==> src/design/sia_pkg.sv <==
// Shared types, constants and bit helpers for the space ID allocator.
`timescale 1ns / 1ps

package sia_pkg;

    // Number of IDs handled. Keep it a multiple of WORD_W, at least 2 * WORD_W.
    localparam int ID_COUNT     = 4096;
    localparam int ID_W         = $clog2(ID_COUNT);
    localparam int BND_W        = ID_W + 1;
    localparam int WORD_W       = 32;
    localparam int BIT_W        = $clog2(WORD_W);
    localparam int WORDS        = ID_COUNT / WORD_W;
    localparam int WADDR_W      = $clog2(WORDS);
    localparam int REFILL_COUNT = 31;

    localparam int FUNC_W   = 1;
    localparam int REQ_ID_W = 13;
    localparam int RSP_ID_W = 12;
    localparam int STATUS_W = 2;

    localparam logic [FUNC_W-1:0] FUNC_ALLOC   = 1'b0;
    localparam logic [FUNC_W-1:0] FUNC_RELEASE = 1'b1;

    localparam logic [STATUS_W-1:0] ST_OK        = 2'd0;
    localparam logic [STATUS_W-1:0] ST_EXHAUSTED = 2'd1;
    localparam logic [STATUS_W-1:0] ST_INVALID   = 2'd2;
    localparam logic [STATUS_W-1:0] ST_NOT_ALLOC = 2'd3;

    // Release paths
    localparam logic [1:0] REL_ERR  = 2'd0;
    localparam logic [1:0] REL_TOP  = 2'd1;
    localparam logic [1:0] REL_FOLD = 2'd2;
    localparam logic [1:0] REL_SET  = 2'd3;

    typedef struct packed {
        logic [FUNC_W-1:0]   func;
        logic [REQ_ID_W-1:0] id_in;
    } req_t;

    typedef struct packed {
        logic [STATUS_W-1:0] status;
        logic [RSP_ID_W-1:0] id_out;
    } rsp_t;

    typedef struct packed {
        logic clr;
        logic accept;
        logic alloc_start;
        logic alloc_take;
        logic wa_inc;
        logic pool;
        logic set_wr;
        logic rel_start;
        logic fold_chk;
        logic finish;
    } sia_cmd_t;

    typedef struct packed {
        logic       wa_last;
        logic       is_release;
        logic [1:0] rel_kind;
        logic       fold_zero;
        logic       word_nz;
        logic       pool_fill;
        logic       wa_at_hi;
        logic       fold_cont;
    } sia_stat_t;

    // Bits 0..p set
    function automatic logic [WORD_W-1:0] low_mask(input logic [BIT_W-1:0] p);
        logic [WORD_W-1:0] ones;
        ones = '1;
        return ones >> (BIT_W'(WORD_W - 1) - p);
    endfunction

    function automatic logic [BIT_W-1:0] lowest_set(input logic [WORD_W-1:0] w);
        logic [BIT_W-1:0] r;
        r = '0;
        for (int i = WORD_W - 1; i >= 0; i--)
        begin
            if (w[i])
            begin
                r = BIT_W'(i);
            end
        end
        return r;
    endfunction

    function automatic logic [BIT_W-1:0] highest_set(input logic [WORD_W-1:0] w);
        logic [BIT_W-1:0] r;
        r = '0;
        for (int i = 0; i < WORD_W; i++)
        begin
            if (w[i])
            begin
                r = BIT_W'(i);
            end
        end
        return r;
    endfunction

endpackage

==> src/design/sia_ram.sv <==
// Generic single-write, single-read RAM with registered read data.
`timescale 1ns / 1ps

module sia_ram #(
    parameter int WIDTH = 32,
    parameter int DEPTH = 128
) (
    input  logic                     clk,
    input  logic                     we,
    input  logic [$clog2(DEPTH)-1:0] waddr,
    input  logic [WIDTH-1:0]         wdata,
    input  logic [$clog2(DEPTH)-1:0] raddr,
    output logic [WIDTH-1:0]         rdata
);

    logic [WIDTH-1:0] mem [DEPTH];
    logic [WIDTH-1:0] rdata_reg;

    always_ff @(posedge clk)
    begin
        if (we)
        begin
            mem[waddr] <= wdata;
        end
        rdata_reg <= mem[raddr];
    end

    assign rdata = rdata_reg;

endmodule

==> src/design/sia_dp.sv <==
// Datapath: free bitmap memory, boundary, exhausted flag and result registers.
`timescale 1ns / 1ps

module sia_dp import sia_pkg::*; (
    input  logic      clk,
    input  logic      rst_n,
    input  sia_cmd_t  cmd,
    output sia_stat_t stat,
    input  req_t      req,
    output rsp_t      rsp
);

    logic [FUNC_W-1:0]   func_reg;
    logic [REQ_ID_W-1:0] sid_reg;
    logic [BND_W-1:0]    bnd_reg,  bnd_next;
    logic                exh_reg,  exh_next;
    logic [WADDR_W-1:0]  wa_reg,   wa_next;
    logic [ID_W-1:0]     lo_reg,   lo_next;
    logic [ID_W-1:0]     hi_reg,   hi_next;
    logic [STATUS_W-1:0] res_status_reg, res_status_next;
    logic [ID_W-1:0]     res_id_reg,     res_id_next;
    rsp_t                rsp_reg;

    logic                we;
    logic [WORD_W-1:0]   wdata;
    logic [WORD_W-1:0]   rdata;

    logic [31:0]         sid32, bnd32, b1, b32, hi32;
    logic [1:0]          rel_kind;
    logic [STATUS_W-1:0] rel_err_status;
    logic [WORD_W-1:0]   set_mask;
    logic [BND_W-1:0]    tgt;
    logic [WADDR_W-1:0]  tw;
    logic [BIT_W-1:0]    p, h, run_low;
    logic [WORD_W-1:0]   lm, above_bits, zeros, run;
    logic                wa_above, fold_write, fold_cont;

    sia_ram #(
        .WIDTH (WORD_W),
        .DEPTH (WORDS)
    ) u_map (
        .clk   (clk),
        .we    (we),
        .waddr (wa_reg),
        .wdata (wdata),
        .raddr (wa_reg),
        .rdata (rdata)
    );

    // Release classification
    always_comb
    begin
        sid32 = 32'(sid_reg);
        bnd32 = 32'(bnd_reg);
        rel_err_status = (sid32 >= 32'(ID_COUNT)) ? ST_INVALID : ST_NOT_ALLOC;
        if (sid32 >= 32'(ID_COUNT))
        begin
            rel_kind = REL_ERR;
        end
        else if (!exh_reg && sid32 >= bnd32)
        begin
            rel_kind = REL_ERR;
        end
        else if (sid32 == 32'(ID_COUNT - 1))
        begin
            rel_kind = REL_TOP;
        end
        else if (!exh_reg && bnd32 != 32'd0 && sid32 == bnd32 - 32'd1)
        begin
            rel_kind = REL_FOLD;
        end
        else
        begin
            rel_kind = REL_SET;
        end
    end

    // Pool refill range
    always_comb
    begin
        b1   = bnd32 + 32'd1;
        b32  = bnd32 + 32'(REFILL_COUNT + 1);
        hi32 = (b32 - 32'd1 < 32'(ID_COUNT - 1)) ? b32 - 32'd1 : 32'(ID_COUNT - 1);
    end

    // Bits of the current word that fall in lo..hi
    always_comb
    begin
        for (int i = 0; i < WORD_W; i++)
        begin
            set_mask[i] = ({wa_reg, BIT_W'(i)} >= lo_reg) && ({wa_reg, BIT_W'(i)} <= hi_reg);
        end
    end

    // Fold-down: run of set bits from the bit under the boundary downward
    always_comb
    begin
        tgt        = bnd_reg - BND_W'(1);
        tw         = WADDR_W'(tgt >> BIT_W);
        p          = tgt[BIT_W-1:0];
        wa_above   = (wa_reg != tw);
        lm         = low_mask(p);
        above_bits = rdata & ~lm;
        zeros      = ~rdata & lm;
        h          = highest_set(zeros);
        if (zeros == '0)
        begin
            run     = lm;
            run_low = '0;
        end
        else
        begin
            run     = lm & ~low_mask(h);
            run_low = h + BIT_W'(1);
        end
        fold_write = !wa_above && (above_bits == '0) && (run != '0);
        if (wa_above)
        begin
            fold_cont = (rdata == '0);
        end
        else
        begin
            fold_cont = fold_write && (run_low == '0) && (wa_reg != '0);
        end
    end

    // Memory write port
    always_comb
    begin
        we    = cmd.clr || cmd.alloc_take || cmd.set_wr || (cmd.fold_chk && fold_write);
        wdata = '0;
        if (cmd.alloc_take)
        begin
            wdata = rdata & ~(WORD_W'(1) << lowest_set(rdata));
        end
        else if (cmd.set_wr)
        begin
            wdata = rdata | set_mask;
        end
        else if (cmd.fold_chk)
        begin
            wdata = rdata & ~run;
        end
    end

    always_comb
    begin
        bnd_next        = bnd_reg;
        exh_next        = exh_reg;
        wa_next         = wa_reg;
        lo_next         = lo_reg;
        hi_next         = hi_reg;
        res_status_next = res_status_reg;
        res_id_next     = res_id_reg;

        if (cmd.clr)
        begin
            wa_next = stat.wa_last ? '0 : wa_reg + WADDR_W'(1);
        end
        if (cmd.wa_inc)
        begin
            wa_next = wa_reg + WADDR_W'(1);
        end
        if (cmd.alloc_start)
        begin
            wa_next         = '0;
            res_status_next = ST_OK;
            res_id_next     = '0;
        end
        if (cmd.alloc_take)
        begin
            res_id_next = {wa_reg, lowest_set(rdata)};
        end
        if (cmd.pool)
        begin
            if (exh_reg)
            begin
                res_status_next = ST_EXHAUSTED;
            end
            else
            begin
                res_id_next = ID_W'(bnd_reg);
                if (!stat.pool_fill)
                begin
                    bnd_next = BND_W'(ID_COUNT);
                    exh_next = 1'b1;
                end
                else
                begin
                    lo_next = ID_W'(b1);
                    hi_next = ID_W'(hi32);
                    wa_next = WADDR_W'(b1 >> BIT_W);
                    if (b32 >= 32'(ID_COUNT))
                    begin
                        bnd_next = BND_W'(ID_COUNT);
                        exh_next = 1'b1;
                    end
                    else
                    begin
                        bnd_next = BND_W'(b32);
                    end
                end
            end
        end
        if (cmd.rel_start)
        begin
            res_status_next = ST_OK;
            res_id_next     = '0;
            case (rel_kind)
                REL_ERR:
                begin
                    res_status_next = rel_err_status;
                end
                REL_TOP:
                begin
                    bnd_next = BND_W'(ID_COUNT - 1);
                    exh_next = 1'b0;
                end
                REL_FOLD:
                begin
                    bnd_next = BND_W'(sid_reg);
                    wa_next  = WADDR_W'(WORDS - 1);
                end
                REL_SET:
                begin
                    lo_next = ID_W'(sid_reg);
                    hi_next = ID_W'(sid_reg);
                    wa_next = WADDR_W'(sid32 >> BIT_W);
                end
                default:
                begin
                    res_status_next = rel_err_status;
                end
            endcase
        end
        if (cmd.fold_chk)
        begin
            if (fold_write)
            begin
                bnd_next = BND_W'({wa_reg, run_low});
            end
            if (fold_cont)
            begin
                wa_next = wa_reg - WADDR_W'(1);
            end
        end
    end

    always_ff @(posedge clk or negedge rst_n)
    begin
        if (!rst_n)
        begin
            bnd_reg <= '0;
            exh_reg <= 1'b0;
            wa_reg  <= '0;
        end
        else
        begin
            bnd_reg <= bnd_next;
            exh_reg <= exh_next;
            wa_reg  <= wa_next;
        end
    end

    always_ff @(posedge clk)
    begin
        if (cmd.accept)
        begin
            func_reg <= req.func;
            sid_reg  <= req.id_in;
        end
        lo_reg         <= lo_next;
        hi_reg         <= hi_next;
        res_status_reg <= res_status_next;
        res_id_reg     <= res_id_next;
        if (cmd.finish)
        begin
            rsp_reg.status <= res_status_reg;
            rsp_reg.id_out <= RSP_ID_W'(res_id_reg);
        end
    end

    always_comb
    begin
        stat.wa_last    = (wa_reg == WADDR_W'(WORDS - 1));
        stat.is_release = (func_reg == FUNC_RELEASE);
        stat.rel_kind   = rel_kind;
        stat.fold_zero  = (sid_reg == '0);
        stat.word_nz    = (rdata != '0);
        stat.pool_fill  = !exh_reg && (b1 < 32'(ID_COUNT));
        stat.wa_at_hi   = (wa_reg == WADDR_W'(hi_reg >> BIT_W));
        stat.fold_cont  = fold_cont;
    end

    assign rsp = rsp_reg;

endmodule

==> src/design/sia_ctrl.sv <==
// Controller: sequences clearing, search, refill and fold-down, and the handshakes.
`timescale 1ns / 1ps

module sia_ctrl import sia_pkg::*; (
    input  logic      clk,
    input  logic      rst_n,
    input  logic      req_valid,
    output logic      req_stall,
    output logic      rsp_valid,
    input  logic      rsp_stall,
    input  sia_stat_t stat,
    output sia_cmd_t  cmd
);

    localparam logic [3:0] S_CLEAR  = 4'd0;
    localparam logic [3:0] S_IDLE   = 4'd1;
    localparam logic [3:0] S_DECODE = 4'd2;
    localparam logic [3:0] S_ARD    = 4'd3;
    localparam logic [3:0] S_ACHK   = 4'd4;
    localparam logic [3:0] S_POOL   = 4'd5;
    localparam logic [3:0] S_SRD    = 4'd6;
    localparam logic [3:0] S_SWR    = 4'd7;
    localparam logic [3:0] S_FRD    = 4'd8;
    localparam logic [3:0] S_FCHK   = 4'd9;
    localparam logic [3:0] S_DONE   = 4'd10;

    logic [3:0] state_reg, state_next;
    logic       rsp_valid_reg, rsp_valid_next;
    logic       out_free;

    assign out_free = !rsp_valid_reg || !rsp_stall;

    always_comb
    begin
        state_next = state_reg;
        cmd        = '0;
        case (state_reg)
            S_CLEAR:
            begin
                cmd.clr = 1'b1;
                if (stat.wa_last)
                begin
                    state_next = S_IDLE;
                end
            end
            S_IDLE:
            begin
                if (req_valid)
                begin
                    cmd.accept = 1'b1;
                    state_next = S_DECODE;
                end
            end
            S_DECODE:
            begin
                if (!stat.is_release)
                begin
                    cmd.alloc_start = 1'b1;
                    state_next      = S_ARD;
                end
                else
                begin
                    cmd.rel_start = 1'b1;
                    case (stat.rel_kind)
                        REL_FOLD: state_next = stat.fold_zero ? S_DONE : S_FRD;
                        REL_SET:  state_next = S_SRD;
                        default:  state_next = S_DONE;
                    endcase
                end
            end
            S_ARD:
            begin
                state_next = S_ACHK;
            end
            S_ACHK:
            begin
                if (stat.word_nz)
                begin
                    cmd.alloc_take = 1'b1;
                    state_next     = S_DONE;
                end
                else if (stat.wa_last)
                begin
                    state_next = S_POOL;
                end
                else
                begin
                    cmd.wa_inc = 1'b1;
                    state_next = S_ARD;
                end
            end
            S_POOL:
            begin
                cmd.pool   = 1'b1;
                state_next = stat.pool_fill ? S_SRD : S_DONE;
            end
            S_SRD:
            begin
                state_next = S_SWR;
            end
            S_SWR:
            begin
                cmd.set_wr = 1'b1;
                if (stat.wa_at_hi)
                begin
                    state_next = S_DONE;
                end
                else
                begin
                    cmd.wa_inc = 1'b1;
                    state_next = S_SRD;
                end
            end
            S_FRD:
            begin
                state_next = S_FCHK;
            end
            S_FCHK:
            begin
                cmd.fold_chk = 1'b1;
                state_next   = stat.fold_cont ? S_FRD : S_DONE;
            end
            S_DONE:
            begin
                if (out_free)
                begin
                    cmd.finish = 1'b1;
                    state_next = S_IDLE;
                end
            end
            default:
            begin
                state_next = S_IDLE;
            end
        endcase
    end

    always_comb
    begin
        rsp_valid_next = rsp_valid_reg;
        if (rsp_valid_reg && !rsp_stall)
        begin
            rsp_valid_next = 1'b0;
        end
        if (cmd.finish)
        begin
            rsp_valid_next = 1'b1;
        end
    end

    always_ff @(posedge clk or negedge rst_n)
    begin
        if (!rst_n)
        begin
            state_reg     <= S_CLEAR;
            rsp_valid_reg <= 1'b0;
        end
        else
        begin
            state_reg     <= state_next;
            rsp_valid_reg <= rsp_valid_next;
        end
    end

    assign req_stall = (state_reg != S_IDLE);
    assign rsp_valid = rsp_valid_reg;

endmodule

==> src/design/space_id_allocator.sv <==
// Top level of the space ID allocator: controller plus bitmap datapath.
`timescale 1ns / 1ps
// Sequence, request transfer to valid result: allocate decodes, then reads and checks each
//   bitmap word scanned (up to WORDS = 128), and taps the pool when none is free; release
//   decodes, then may set its bit or walk the boundary down word by word when it folds down.
// Throughput: one transfer at a time; the walk over the bitmap RAM sets the rate.
// Reset: boundary 0, exhausted clear; a clearing pass over all WORDS words zeroes the
//   bitmap while the request side stalls.

module space_id_allocator import sia_pkg::*; (
    input  logic clk,
    input  logic rst_n,
    input  logic req_valid,
    output logic req_stall,
    input  req_t req,
    output logic rsp_valid,
    input  logic rsp_stall,
    output rsp_t rsp
);

    sia_cmd_t  cmd;
    sia_stat_t stat;

    // Sequence the walk over the bitmap and own both handshakes
    sia_ctrl u_ctrl (
        .clk       (clk),
        .rst_n     (rst_n),
        .req_valid (req_valid),
        .req_stall (req_stall),
        .rsp_valid (rsp_valid),
        .rsp_stall (rsp_stall),
        .stat      (stat),
        .cmd       (cmd)
    );

    // Hold the bitmap, boundary and result; act on one command per cycle
    sia_dp u_dp (
        .clk   (clk),
        .rst_n (rst_n),
        .cmd   (cmd),
        .stat  (stat),
        .req   (req),
        .rsp   (rsp)
    );

`ifndef SYNTHESIS
    // An accepted request keeps the block busy for at least the next cycle
    assert property (@(posedge clk) disable iff (!rst_n) cmd.accept |=> req_stall)
        else $error("request side open right after a transfer");

    // A result is never loaded over one that is still stalled
    assert property (@(posedge clk) disable iff (!rst_n)
        cmd.finish |-> !(rsp_valid && rsp_stall))
        else $error("result overwritten while stalled");

    // A finished result shows up on the response side
    assert property (@(posedge clk) disable iff (!rst_n) cmd.finish |=> rsp_valid)
        else $error("finished result not presented");
`endif

endmodule
==> config.mk <==
export PLATFORM = sky130hd
export DESIGN_NAME = space_id_allocator
export DESIGN_NICKNAME = d
export VERILOG_FILES = /design/src/design/sia_pkg.sv /design/src/design/sia_ram.sv /design/src/design/sia_dp.sv /design/src/design/sia_ctrl.sv /design/src/design/space_id_allocator.sv
export SDC_FILE = /design/constraint.sdc
export NUM_CORES = 2
export LEC_CHECK = 0
export BUFFER_PORTS_ARGS = -buffer_cell sky130_fd_sc_hd__buf_2
export CAP_MARGIN = 10
export CORE_MARGIN = 3
export CORE_UTILIZATION = 40
export DETAILED_ROUTE_END_ITERATION = 12
export SETUP_SLACK_MARGIN = 0.15
export SLEW_MARGIN = 20
export SYNTH_ARGS = -nofsm -noshare
export SYNTH_HDL_FRONTEND = slang
export SYNTH_SLANG_ARGS = --single-unit
==> constraint.sdc <==
create_clock -name clk -period 11.8 [get_ports clk]
set_input_delay 0.59 -clock clk [delete_from_list [all_inputs] [get_ports clk]]
set_output_delay 0.59 -clock clk [all_outputs]
set_load 0.1 [all_outputs]
# ---- Word-level counts from Yosys, hierarchy flattened
# Memory sizes are Yosys's and may differ from the RTL's. A register that Yosys moved wholly into a read port is not among the register bits.
# Cells that the tools add are included.
dict set report op_classes {
  addsub 10
  n_lt_le_gt_ge 69
  eq_ne 22
  shifts 3
  mux 154
  bitwise_logic 11
  reduce_logical 63
}
# cell count
set op_table {}
lappend op_table {{12-bit >= comparator} 32}
lappend op_table {{12-bit <= comparator} 32}
lappend op_table {{5-bit two-way mux} 50}
lappend op_table {{12-bit two-way mux} 15}
lappend op_table {{32-bit AND} 5}
lappend op_table {{32-bit inverter} 5}
lappend op_table {{32-bit two-way mux} 4}
lappend op_table {{32-bit zero test} 3}
lappend op_table {{13-bit two-way mux} 7}
lappend op_table {{7-bit two-way mux} 10}
lappend op_table {{32-bit nonzero test} 2}
lappend op_table {{32-bit by 5-bit right shift with 32-bit output, first input constant} 2}
lappend op_table {{4-bit two-way mux} 15}
lappend op_table {{4-bit one-hot mux with 11 select lines} 1}
lappend op_table {{1-bit logical AND} 42}
lappend op_table {{13-bit by 32-bit equality test with 1-bit output} 1}
lappend op_table {{32-bit by 13-bit >= comparator with 1-bit output, second input constant} 1}
lappend op_table {{32-bit by 12-bit less-than comparator with 1-bit output, second input constant} 1}
lappend op_table {{32-bit by 13-bit less-than comparator with 1-bit output, second input constant} 1}
lappend op_table {{32-bit bitwise OR} 1}
lappend op_table {{1-bit by 5-bit left shift with 32-bit output, first input constant} 1}
lappend op_table {{1-bit two-way mux} 31}
lappend op_table {{13-bit one-hot mux with 2 select lines} 1}
lappend op_table {{2-bit two-way mux} 12}
lappend op_table {{38 further kinds} 57}
dict set report totals {
  regBits 92
  mem_bits_rw 4096
  output_inout_bits 16
  wordCells 346
  n_memories 1
}
# memory depth word_bits read_ports rd_ports_with_merged_regs write_ports line
set memory_table {}
lappend memory_table {u_dp.u_map.mem 128 32 1 1 1 sia_ram.sv:16} ;# logic [WIDTH-1:0] mem [DEPTH];

# ---- Depth between registers and ports, before layout
dict set report logic_depth {
  ltp_word 47
  depth_mapped 27
  mapped_depth_nobuf 23
}

# ---- Cells and area by module
# Synthesis repeated with hierarchy kept, for this count alone.
dict set report hier_totals {
  cells_unflattened 7531
  hier_area_um2 167212.9
}
# mod instances cells_each area_each_um2 seq_area_each_um2
set modules_own_cells {}
lappend modules_own_cells {sia_ram 1 5990 156276.1 123638.6}
lappend modules_own_cells {sia_dp 1 1473 10453.8 2127.0}
lappend modules_own_cells {sia_ctrl 1 68 483.0 125.1}

# ---- Worst setup path before layout
# Ideal clock, no wire load.
dict set report synth_timing {
  kind {flip-flop to flip-flop}
  start {register u_dp.wa_reg[6]}
  end {memory u_dp.u_map.mem[0][24] (data pin)}
  setup_time_ns 1.590
  arrival_time_ns 9.218
  setup_slack_ns 0.992
  stages_incl_launch_ff 8
  n_path_buf 1
  cell_sequence {dfrtp_1 -> ha_1 -> nand4_1 -> nor3_1 -> or2_2 -> clkbuf_1 -> a31oi_1 -> o41ai_1}
}
dict set report synth_via {
  elab_chain_cells 5
  word_cells_on_any_way 6
  cone_classes {2 x order compare; 2 x mux; 1 x bitwise; 1 x reduce/logical}
}
# element line
set synth_rtl {}
lappend synth_rtl {{from (decl)} sia_dp.sv:17} ;# logic [WADDR_W-1:0] wa_reg, wa_next;
lappend synth_rtl {{from (signal assigned)} sia_dp.sv:261} ;# wa_reg <= wa_next;
lappend synth_rtl {{12-bit >= comparator / 12-bit <= comparator (equally long branches)} sia_dp.sv:91} ;# set_mask[i] = ({wa_reg, BIT_W'(i)} >= lo_reg) && ({wa_reg, BIT_W'(i)} <= hi_reg);
lappend synth_rtl {{1-bit logical AND (*)} sia_dp.sv:91}
lappend synth_rtl {{32-bit bitwise OR (*)} sia_dp.sv:138} ;# wdata = rdata | set_mask;
lappend synth_rtl {{32-bit two-way mux (*)} sia_dp.sv:136} ;# else if (cmd.set_wr)
lappend synth_rtl {{32-bit two-way mux (*)} sia_dp.sv:132} ;# if (cmd.alloc_take)
lappend synth_rtl {{via u_dp.u_map.wdata[24]} sia_ram.sv:11} ;# input logic [WIDTH-1:0] wdata,
lappend synth_rtl {{to (decl)} sia_ram.sv:16}
# The timed path passes the listed nets; every way through them passes the cells marked *.

# ---- Final worst setup path
dict set report layout_timing {
  start {register u_dp.bnd_reg[0]}
  end {memory u_dp.u_map.mem[55][0] (enable)}
}
dict set report layout_via {
  elab_chain_cells 46
  word_cells_on_any_way 53
  cone_classes {3 x add/sub; 1 x eq/ne; 2 x shift; 34 x mux; 5 x bitwise; 8 x reduce/logical}
}
# element line
set layout_rtl {}
lappend layout_rtl {{from (decl)} sia_dp.sv:15} ;# logic [BND_W-1:0] bnd_reg, bnd_next;
lappend layout_rtl {{from (signal assigned)} sia_dp.sv:259} ;# bnd_reg <= bnd_next;
lappend layout_rtl {{12-bit by 1-bit subtractor with 12-bit output (*)} sia_dp.sv:98} ;# tgt = bnd_reg - BND_W'(1);
lappend layout_rtl {{5-bit subtractor} sia_pkg.sv:73} ;# return ones >> (BIT_W'(WORD_W - 1) - p);
lappend layout_rtl {{32-bit by 5-bit right shift with 32-bit output} sia_pkg.sv:73}
lappend layout_rtl {{32-bit AND} sia_dp.sv:104} ;# zeros = ~rdata & lm;
lappend layout_rtl {{1-bit two-way mux} sia_pkg.sv:94} ;# if (w[i])
lappend layout_rtl {{2-bit two-way mux (2 in series)} sia_pkg.sv:94}
lappend layout_rtl {{3-bit two-way mux (4 in series)} sia_pkg.sv:94}
lappend layout_rtl {{4-bit two-way mux (8 in series)} sia_pkg.sv:94}
lappend layout_rtl {{(+19 left out)} n/a}
lappend layout_rtl {{32-bit AND} sia_dp.sv:113} ;# run = lm & ~low_mask(h);
lappend layout_rtl {{32-bit two-way mux} sia_dp.sv:106} ;# if (zeros == '0)
lappend layout_rtl {{32-bit nonzero test} sia_dp.sv:116} ;# fold_write = !wa_above && (above_bits == '0) && (run != '0);
lappend layout_rtl {{1-bit logical AND (*)} sia_dp.sv:116}
lappend layout_rtl {{1-bit logical AND (*)} sia_dp.sv:130} ;# we = cmd.clr || cmd.alloc_take || cmd.set_wr || (cmd.fold_chk && fold_write);
lappend layout_rtl {{1-bit logical OR (*)} sia_dp.sv:130}
lappend layout_rtl {{1-bit two-way mux (*)} sia_ram.sv:21} ;# if (we)
lappend layout_rtl {{1-bit two-way mux (implied by the code) (*)} sia_ram.sv:23} ;# mem[waddr] <= wdata;
# Mark *: on every way between the ends. The rest lies on a longest branch, timed or not.

==> results.yml <==
run_status:
  status: "finished, final reports clean"
clocking:
  clk_pin_slew_worst_paths_ns: 0.06
  clock_path_buffers: 4
  cts_sinks: 4220
  htreeDepth: 5
  clock_latency_ns: 1.00
  cts_inserted_buffers: 413
  cts_tree: "yes"
  postCtsSetupBuffers: 0
  cts-root-buf: "clkbuf_16"
synthesis:
  synth_cell_types: 104
  synth_edf_count: 4124
  synthMuxAreaShare_pct: 0.129
  synth_top_family_by_area: "compound AO/OA/AOI/OAI gates"
  synth_ff_type: "edfxtp_1"
  synth-seq-cells: 4220
  synth-compound-area-share_pct: 14.6
  yosys.area_share.xor_xnor_pct: 0.325
  async_flop_share_pct: 0.616
  syn-num-nets: 9350
  ys_seq_area_share_pct: 79.2
  yosys.area_share.adder_pct: 0.392
  synth_simple_gate_area_share_pct: 3.55
  yosys_warnings: 0
  synthesis.area_um2: 159000
  synth.avg_cell_area_um2: 17.1
  syn_inst: 9283
layout:
  area_growth_syn_to_layout_pct: 15.2
  largest_register_ffs: 4096
  drive_gt1_share_pct: 13.1
  final_common_cell: "edfxtp_1"
  finish.utilization_pct: 46.5
  final_nets: 9554
  stdcell_area_um2: 183000
  layout_common_cells: "edfxtp_1 (4124), a22oi_1 (1604), clkbuf_16 (420)"
floorplanning:
  dieWidth_um: 636
  die_area_um2: 405000
  io-pin-count: 34
  die_h_um: 636
  initial_core_util_pct: 40.3
  core-area_um2: 394000
  num_rows: 230
worst_hold_path:
  hp-class: "input pin to flip-flop"
pwr:
  combPwrFrac_pct: 30.7
  power_density_nw_per_um2: 246
  switching_share_pct: 36.8
  p_leak_nw: 55.7
  clock_power_share_pct: 28.4
  p_int_w: 0.0285
  peakVddDrop_v: 0.000193
  p_seq_share_pct: 41.0
  p_switching_w: 0.0166
timing:
  relSlewSlack_pct: 14.1
  hold_viol_final: 0
  fin_ws_ns: 2.39
  tightest_slew_ns: 1.28
  finalCritPeriodShare_pct: 79.7
  fin_crit_ns: 9.41
  tns_ns: 0
  setup-violations-final: 0
  worst_hold_slack_ns: 0.0709
  finClkSkew_ns: 0.0795
  drv_slew: 0
  rsz0062_at_grt: "false"
  fmax_mhz: 106
route:
  wl_mm: 530
  route.met3.wl_mm: 57.4
  routed.top_layer: "met5"
  ant_nets: 0
  vias: 96100
  viasPerCell: 6.37
  drt_iter0_markers: 14000
  m1WireLength_mm: 198
  route.detailed.drc: 0
  wl_met2_mm: 241
  avgRoutedWirePerCell_um: 35.1
  drt_first_pass_iters: 9
global_routing:
  grt_pass1_wl_mm: 731
  overflow: 0
  grt_max_degree: 129
  grt_usage_pct: 25.3
  grt_pass1_vias: 91500
  grt_antenna_before_repair: 50
place:
  portBuffers: 33
  placement.setup.worst_slack_ns: 2.74
  place_congestion: 0.940
  dpl_cell_area_um2: 169000
  hpwlAfterDp_mm: 316
critical_path:
  worstPathRequired_ns: 12.50
  cp-end-kind: "flip-flop"
  arrival_ns: 10.11
  cp_slowest_cell: "o21ai_4"
  worstSetupPathType: "flip-flop to flip-flop"
  slowest_delay_ns: 1.00
  startpoint_type: "flip-flop"
  critPathMaxFanout: 32
job:
  cap_violations: 0
[final timing paths]
check                                       startpoint               endpoint  slack (ns)  cells after the start
min in group asynchronous                        rst_n        u_dp.bnd_reg[3]        0.19                      2
worst min register to register  u_dp.res_status_reg[0]           u_dp.rsp[12]        0.43                      0
worst min-delay path                         req_valid    u_ctrl.state_reg[0]        0.07                      4
max in group asynchronous                        rst_n         u_dp.wa_reg[4]       11.05                      2
worst max-delay path                   u_dp.bnd_reg[0]  u_dp.u_map.mem[55][0]        2.39                     25
worst max register to register         u_dp.bnd_reg[0]  u_dp.u_map.mem[55][0]        2.39                     25
[kinds of logic after synthesis]
group	after synthesis
xor+xnor	59
buf+inv	733
fa+ha+maj	50
compound gates	3111
flops	4220
simple gates	1095
mux	15
[synthesized netlist by cell type (13+ instances only)]
library cell / count / area share [%]
a22o_1: 238 / 1.3
and3_1: 18 / 0.071
a21oi_1: 189 / 0.59
a22oi_1: 1604 / 7.6
o211ai_1: 62 / 0.29
o21ai_0: 201 / 0.63
ha_1: 49 / 0.39
o221ai_1: 20 / 0.11
edfxtp_1: 4124 / 78
or4_1: 19 / 0.090
nor4_1: 55 / 0.22
buf_2: 19 / 0.060
and2_1: 14 / 0.055
nor2b_1: 20 / 0.079
a211oi_1: 40 / 0.19
xnor2_1: 46 / 0.25
xor2_1: 13 / 0.072
o31ai_1: 28 / 0.13
nand4_1: 255 / 1.0
or3_1: 21 / 0.083
nor3_1: 69 / 0.22
a41oi_1: 146 / 0.80
inv_1: 59 / 0.14
a31oi_1: 141 / 0.55
dfrtp_1: 26 / 0.41
a221oi_1: 249 / 1.4
o22ai_1: 22 / 0.087
nor2_1: 289 / 0.68
buf_1: 121 / 0.29
o21a_1: 15 / 0.071
nand2_1: 182 / 0.43
clkbuf_1: 517 / 1.2
nand3_1: 84 / 0.26
a21o_1: 20 / 0.094
dfxtp_1: 70 / 0.88
[metrics by stage]
step	instances	power, W
2_1_floorplan	9283	0.0256
3_3_place_gp	14200	0.0322
3_5_place_dp	14200	0.0322
4_1_cts	15000	0.0449
5_1_grt	15100	0.0463
6_report	15100	0.0451
[layer usage]
metal | global-route usage, % | up-vias
met2 | 38.8 | 5918
met4 | 13.6 | 16
li1 | - | 39600
met1 | 33.2 | 49500
met3 | 6.11 | 1009
met5 | 0 | -
[power by group through the flow]
stage / Sequential, W / Combinational, W / Clock, W
after CTS: 0.0185 / 0.0135 / 0.0129
after global routing: 0.0185 / 0.0143 / 0.0135
after floorplan: 0.0187 / 0.00694 / 0
final: 0.0185 / 0.0138 / 0.0128
after global placement: 0.0188 / 0.0134 / 0
after detailed placement: 0.0188 / 0.0135 / 0
[layout make-up]
cell class	count	area, um^2
antenna	39	97.6
fill	32900	211000
multi-input combinational	4330	31900
sequential	4220	126000
clock inverter	256	2200
timing repair buffer	457	5450
tap	5220	6530
clock buffer	506	10900
inverter	65	244
[repair_timing]
item / in CTS / in global routing
hold buffers: 16 / 0
resized for setup: 0 / 0
hold endpoints to repair: 41 / 0
[worst max-delay path: cells and delay by family (launching register included)]
| family | cells | cell delay [ns] |
|---|---|---|
| adders and majority gates | 3 | 1.02 |
| DFF | 1 | 0.77 |
| and+or+nand+nor | 5 | 1.54 |
| AOI/OAI and AO/OA | 11 | 4.09 |
| buffers and inverters | 6 | 1.60 |
No activity file was read; power rests on OpenSTA's default activity.
